$ cat config.mk
export PLATFORM = sky130hd
export DESIGN_NAME = vref_sqrt
export DESIGN_NICKNAME = d
export VERILOG_FILES = /design/src/rtl/core/vref_pkg.sv /design/src/rtl/core/vref_sqrt.sv
export SDC_FILE = /design/constraint.sdc
export NUM_CORES = 2
export LEC_CHECK = 0
export BUFFER_PORTS_ARGS = -buffer_cell sky130_fd_sc_hd__buf_2
export CAP_MARGIN = 20
export CELL_PAD_IN_SITES_DETAIL_PLACEMENT = 0
export CELL_PAD_IN_SITES_GLOBAL_PLACEMENT = 1
export CORE_UTILIZATION = 30
export DETAILED_ROUTE_END_ITERATION = 8
export PLACE_DENSITY = 0.54
export SLEW_MARGIN = 20
export SYNTH_ARGS = -nofsm -noshare
export SYNTH_HDL_FRONTEND = slang
export SYNTH_SLANG_ARGS = --single-unit
$ cat constraint.sdc
create_clock -name clock -period 5.3 [get_ports clock]
set_input_delay 0.795 -clock clock [delete_from_list [all_inputs] [get_ports clock]]
set_output_delay 0.795 -clock clock [all_outputs]
set_load 0.01 [all_outputs]
$ cat src/rtl/core/vref_pkg.sv
// ----------------------------------------------------------------------------
// vref_pkg
// shared constants and helpers for the vector refraction pipeline
// ----------------------------------------------------------------------------
package vref_pkg;

   // default internal fraction bits
   localparam int FRAC_BITS_DEF = 14;
   // vector components per item
   localparam int NUM_AXES = 3;
   // width of one input or output field
   localparam int FIELD_W = 16;
   // fraction bits of the normal and of the output format
   localparam int NORM_FRAC = 14;
   // fraction bits of the index ratio
   localparam int ETA_FRAC = 12;
   // width of the squared length and of the normalizing length
   localparam int L2_W = 32;
   localparam int LEN_W = 31;
   // scaling of the squared length before the root
   localparam int L2_SHIFT = 30;
   localparam int LEN_FRAC = 15;

   // arithmetic right shift by s, rounding half away from zero
   function automatic logic signed [63:0] rnd_shr(input logic signed [63:0] x,
                                                  input int unsigned s);
      logic [63:0] m;
      logic [63:0] r;
      m = x[63] ? 64'(-x) : 64'(x);
      r = (s == 0) ? m : ((m + (64'd1 << (s - 1))) >> s);
      return x[63] ? -$signed(r) : $signed(r);
   endfunction

endpackage

$ cat src/rtl/core/vref_sqrt.sv
// ----------------------------------------------------------------------------
// vref_sqrt
// pipelined integer square root, one result bit per stage, with sideband
// ----------------------------------------------------------------------------
module vref_sqrt
   import vref_pkg::*;
#(
   parameter int IN_W   = 62,
   parameter int SIDE_W = 1
) (
   input  logic                  clock,
   input  logic                  reset,
   input  logic                  en,
   input  logic                  vld_in,
   input  logic [IN_W-1:0]       x_in,
   input  logic [SIDE_W-1:0]     side_in,
   output logic                  vld_out,
   output logic [IN_W/2-1:0]     root_out,
   output logic [SIDE_W-1:0]     side_out
);

   localparam int ST = IN_W / 2;

   logic [IN_W-1:0]   rem_ff [ST];
   logic [IN_W-1:0]   res_ff [ST];
   logic [SIDE_W-1:0] side_ff [ST];
   logic [ST-1:0]     vld_ff;

   for (genvar k = 0; k < ST; k++) begin : g_stage
      localparam logic [IN_W-1:0] BITV = IN_W'(1) << (IN_W - 2 - 2 * k);
      logic [IN_W-1:0]   rem_prev;
      logic [IN_W-1:0]   res_prev;
      logic [SIDE_W-1:0] side_prev;
      logic              vld_prev;
      logic [IN_W-1:0]   trial;
      logic [IN_W-1:0]   rem_in;
      logic [IN_W-1:0]   res_in;

      if (k == 0) begin : g_first
         assign rem_prev  = x_in;
         assign res_prev  = '0;
         assign side_prev = side_in;
         assign vld_prev  = vld_in;
      end else begin : g_next
         assign rem_prev  = rem_ff[k-1];
         assign res_prev  = res_ff[k-1];
         assign side_prev = side_ff[k-1];
         assign vld_prev  = vld_ff[k-1];
      end

      // one restoring step
      always_comb begin
         trial = res_prev + BITV;
         if (rem_prev >= trial) begin
            rem_in = rem_prev - trial;
            res_in = (res_prev >> 1) + BITV;
         end else begin
            rem_in = rem_prev;
            res_in = res_prev >> 1;
         end
      end

      // stage payload
      always_ff @(posedge clock) begin
         if (en) begin
            rem_ff[k]  <= rem_in;
            res_ff[k]  <= res_in;
            side_ff[k] <= side_prev;
         end
      end

      // stage valid
      always_ff @(posedge clock) begin
         if (reset) begin
            vld_ff[k] <= 1'b0;
         end else if (en) begin
            vld_ff[k] <= vld_prev;
         end
      end
   end

   assign vld_out  = vld_ff[ST-1];
   assign root_out = res_ff[ST-1][ST-1:0];
   assign side_out = side_ff[ST-1];

endmodule

Word-level counts from Yosys, hierarchy flattened
Memory sizes are Yosys's and may differ from the RTL's.
Cells that the tools add are included.
Storage, ports and cells
  word-level logic and storage cells: 220
  input port bits: 67
  memories: 3
  register bits: 31
  memory bits (writable): 3875
  output and inout port bits: 33
Memory list
  rem_ff: words 31, width 62, read ports 30, clocked after memory_dff 0, wr ports 31, line vref_sqrt.sv:24  | logic [IN_W-1:0] rem_ff [ST];
  res_ff: words 31, width 62, read ports 31, clocked after memory_dff 0, wr ports 31, line vref_sqrt.sv:25  | logic [IN_W-1:0] res_ff [ST];
  side_ff: words 31, width 1, read ports 31, clocked after memory_dff 0, wr ports 31, line vref_sqrt.sv:26  | logic [SIDE_W-1:0] side_ff [ST];
Operators by class
  magnitude comparators: 31
  add/sub/neg operators: 91
  muxes and demuxes: 64
Operators by type and width (count)
  $mux W62: 61
  $ge A62 B62 Y1: 30
  $sub A62 B62 Y62: 30
  $add A61 B1 Y62 const B: 1
  $add A61 B11 Y62 const B: 1
  $add A61 B13 Y62 const B: 1
  $add A61 B15 Y62 const B: 1
  $add A61 B17 Y62 const B: 1
  $add A61 B19 Y62 const B: 1
  $add A61 B21 Y62 const B: 1
  $add A61 B23 Y62 const B: 1
  $add A61 B25 Y62 const B: 1
  $add A61 B27 Y62 const B: 1
  $add A61 B29 Y62 const B: 1
  $add A61 B3 Y62 const B: 1
  $add A61 B31 Y62 const B: 1
  $add A61 B33 Y62 const B: 1
  $add A61 B35 Y62 const B: 1
  $add A61 B37 Y62 const B: 1
  $add A61 B39 Y62 const B: 1
  $add A61 B41 Y62 const B: 1
  $add A61 B43 Y62 const B: 1
  $add A61 B45 Y62 const B: 1
  $add A61 B47 Y62 const B: 1
  other kinds (43): 44

Logic depth before layout (Yosys ltp)
An unclocked memory read counts as a cell.
  depth in word-level cells: 4
  mapped depth: 15
  mapped depth without buffers: 12

Worst setup path after synthesis
Ideal clock, no wire load.
  kind: register -> register
  start: mem rem_ff[27][33]
  end: mem rem_ff[28][50] (data pin)
  required time: 5028 ps
  cell stages (with the launch flop): 12
  path buffers: 1
  setup slack: 1726 ps
  library setup time: 272 ps
  period minus slack after synthesis: 3574 ps
  arrival time: 3302 ps
  cells stage by stage: edfxtp_1 ha_1 clkbuf_1 nand2_1 or4_1 or2_2 o211a_1 or2_2 nor2_1 o221ai_1 nor4_1 xor2_1
RTL lines (line)
  start, declared: vref_sqrt.sv:24

==> run_results.csv <==
group,metric,value,unit
global_route,grt_usage,15.1,%
drt,initialDrtViolationCount,5806,
drt,avgRoutedWirePerCell,20.4,um
die,floorplan.die.height,622,um
clock_network,cts_inserted_buffers,291,
setup_path,path_cells,"ha_1 > or4b_2 > nor4_2 > nand4_1 > o211a_1 > or2_2 > nor2_1 > o221ai_1 > nor4_1 > xor2_1",
setup_path,worstRegToRegCells,10,
setup_path,worstPathArrival,5.27,ns
pwr,share_clk_of_total_power,34.3,%
setup_path,cp_launch_point,"rem_ff[27][21]",
setup_path,timing.critical_path.max_delay_family,"simple AND/OR/NAND/NOR gates",
setup_path,end_kind,"flop",
global_route,gr-total-overflow,0,
sta,worst_slew_pin_slew,1.08,ns
placement,pre_cts_slack,0.463,ns
die,dieArea,387000,um^2
pwr,power_density,438,nW/um^2
yosys,yosys-top-cells-area,"sky130_fd_sc_hd__edfxtp_1 (62%), sky130_fd_sc_hd__ha_1 (5.7%), sky130_fd_sc_hd__xor2_1 (3.2%)",
setup_path,critPathRequiredTime,5.96,ns
yosys,synth_enable_flop_cells,2387,
sta,layout_setup_ws,0.687,ns
min_path,min-delay-start,"x_in[8]",
yosys,syn-instance-count,9206,
sta,final.setup.tns,0,ns
clock_network,clockBufferDepth,4,
placement,buffers_on_ports,99,
pwr,fraction_of_power_spent_switching_nets,29.9,%
placement,place_hpwl,227,mm
yosys,netlist_top_cells_count,"sky130_fd_sc_hd__edfxtp_1 (2387), sky130_fd_sc_hd__nor2_1 (665), sky130_fd_sc_hd__inv_1 (660)",
final_layout,fin_nets,10100,
setup_path,worst-path-max-fanout,10,
setup_path,rrSetupSlack,0.69,ns
sta,timing.final.crit_share,87.0,%
yosys,yosysMostFrequentCell,"sky130_fd_sc_hd__edfxtp_1",
setup_path,critical-path-max-stage-delay,0.65,ns
yosys,yosysSeqAreaShare,62.7,%
yosys,post_synthesis_async_set_or_reset_flop_share,0,%
pwr,p_sw,0.0173,W
drt,firstDrtPassIters,8,
pwr,max_rail_drop_vdd,0.000264,V
yosys,yosys_warnings,0,
drt,via_count_normalized_by_instance_count,4.92,
min_path,min_path_type,"input port to flop",
setup_path,timing.critical_path.slowest_stage_cell,"sky130_fd_sc_hd__or4b_2",
setup_path,critical_path.reg2reg.startpoint,"rem_ff[27][21]",
setup_path,cp_num_cells,10,
min_path,hold_path_depth,1,
clock_network,cts.repair.resized,0,
yosys,yosysTopAreaCell,"sky130_fd_sc_hd__edfxtp_1",
clock_network,insertion_delay,0.95,ns
drt,remaining_drc_errors,0,
pwr,share_comb_of_total_power,20.4,%
run_status,status,"finished, final reports clean",
global_route,number_of_antenna_violations_at_the_first_check_in_global_routing,14,
global_route,grt_max_degree,166,
drt,postRouteWirelength,302,mm
global_route,vias_in_the_first_global_route,72400,
sta,worst_case_headroom_to_the_max_slew_limit,27.2,%
die,initial_utilization,30.2,%
pwr,static-leakage-power,49.2,nW
sta,finClkSkew,0.0763,ns
yosys,synth.net_count,9798,
clock_network,path_clk_slew,0.06,ns
setup_path,critical_path_buf_inv_count,0,
sta,setup_repair_after_global_routing_missed_its_margin,"no",
sta,finalSetupViolations,0,
die,core-area,382000,um^2
drt,dr_total_vias,73000,
setup_path,crit_type,"flop to flop",
sta,finalWorstPathRequiredPeriod,4.61,ns
clock_network,cts_htree_levels,5,
die,pin_count,100,
pwr,p_int,0.0407,W
final_layout,post_route_cells_drive_above_1_share,7.78,%
sta,report.final.slew_viol_count,0,
final_layout,areaGrowthSynthToFinish,14.9,%
yosys,share_of_the_synthesized_area_in_the_top_cell_type,62.2,%
clock_network,clock_sink_count,2418,
yosys,syn-mean-instance-area,12.5,um^2
sta,achievable-frequency,217,MHz
drt,route.antenna.remaining_nets,0,
setup_path,setup.worst_path.start_class,"flop",
pwr,power.share.sequential,45.3,%
clock_network,clock_tree_from_tritoncts,"built",
yosys,synth_area,115000,um^2
sta,hold_ws,0.0971,ns
global_route,first_pass_grt_wire_length,451,mm
job,max-cap-violations,0,
yosys,synth_cell_type_count,86,
placement,place_congestion,0.868,
yosys,dominantRegCellSynth,"sky130_fd_sc_hd__edfxtp_1",
sta,hold_viol,0,
clock_network,cts_root_buf,"sky130_fd_sc_hd__clkbuf_16",
yosys,yosys_register_bits,2418,
die,dieWidth,622,um
die,floorplan.rows,227,
sequential cells by signal (all words and copies together) (netlist names):
name and count:
g_stage.vld_prev 30, rem_ff 1860, res_ff 496, side_ff 31
vld_out 1
per-stage QoR:
step	std cells	power (W)	instance area [um^2]	utilization, %
2_1_floorplan	9206	0.0341	115000	-
3_3_place_gp	14200	0.0384	122000	32.0
3_5_place_dp	14200	0.0384	122000	32.0
4_1_cts	14800	0.0588	132000	34.6
5_1_grt	14800	0.0610	132000	34.6
6_report	14800	0.0580	132000	34.6
repair_timing:
action,4_1_cts,5_1_grt
buffers inserted,0,0
endpoints found under the hold margin,58,0
hold buffers,58,0
area by class of cell:
class / instances / area, um^2
Antenna cell: 4 / 10.0
Clock buffer: 346 / 7680
Clock inverter: 177 / 1820
Fill cell: 37500 / 250000
Inverter: 661 / 2480
Multi-Input combinational cell: 5935 / 39900
Sequential cell: 2418 / 72300
Tap cell: 5038 / 6300
Timing Repair Buffer: 245 / 1970
power groups by stage:
stage | clock (W) | combinational [W] | sequential, W
after floorplan | 0 | 0.00848 | 0.0256
after global placement | 0 | 0.0117 | 0.0267
after detailed placement | 0 | 0.0117 | 0.0267
after CTS | 0.0206 | 0.0118 | 0.0264
after global routing | 0.0213 | 0.0131 | 0.0265
final | 0.0199 | 0.0118 | 0.0263
kinds of logic (layout without fill, tap and decap cells):
logic type	Yosys count	after routing	share of synthesized area (%)
AO/OA/AOI/OAI	1734	1734	9.28
other	0	4	0
adder cells (fa/ha/maj)	525	525	5.70
buffers and inverters	853	1429	2.80
multiplexers	106	106	0.994
AND/OR/NAND/NOR	2736	2736	12.2
flip-flops	2418	2418	62.7
XOR/XNOR	834	834	6.34
final timing paths:
path	to
setup / recovery	rem_ff[28][50]
hold / removal	rem_ff[0][8]
setup reg to reg	rem_ff[28][50]
hold reg to reg	side_ff[13]
routing by layer:
metal  vias to the layer above  track usage [%]  routed length [um]
met5                         -                0                   0
met4                         0             3.57                6090
met3                       357             2.16               14600
met2                      1554             25.4              144000
met1                     35800             20.5              137000
li1                      35200                -                   -
layout by cell type, fill, tap and decap left out, types with 53 or more instances in the layout:
| cell type | n |
|---|---|
| sky130_fd_sc_hd__ha_1 | 525 |
| sky130_fd_sc_hd__buf_2 | 99 |
| sky130_fd_sc_hd__clkbuf_16 | 300 |
| sky130_fd_sc_hd__nand2_1 | 560 |
| sky130_fd_sc_hd__o21ai_0 | 371 |
| sky130_fd_sc_hd__o21a_1 | 91 |
| sky130_fd_sc_hd__a21oi_1 | 622 |
| sky130_fd_sc_hd__nor2_1 | 665 |
| sky130_fd_sc_hd__a21o_1 | 222 |
| sky130_fd_sc_hd__nand2b_1 | 90 |
| sky130_fd_sc_hd__nand4_1 | 150 |
| sky130_fd_sc_hd__or3_1 | 97 |
| sky130_fd_sc_hd__nor2b_1 | 57 |
| sky130_fd_sc_hd__edfxtp_1 | 2387 |
| sky130_fd_sc_hd__inv_1 | 659 |
| sky130_fd_sc_hd__buf_4 | 69 |
| sky130_fd_sc_hd__dlygate4sd3_1 | 58 |
| sky130_fd_sc_hd__xor2_1 | 424 |
| sky130_fd_sc_hd__a31oi_1 | 53 |
| sky130_fd_sc_hd__nand3_1 | 163 |
| sky130_fd_sc_hd__clkinv_1 | 60 |
| sky130_fd_sc_hd__nor4_1 | 323 |
| sky130_fd_sc_hd__nor3_1 | 270 |
| sky130_fd_sc_hd__xnor2_1 | 410 |
| sky130_fd_sc_hd__mux2_2 | 68 |
(Power assumes the default switching activity.)
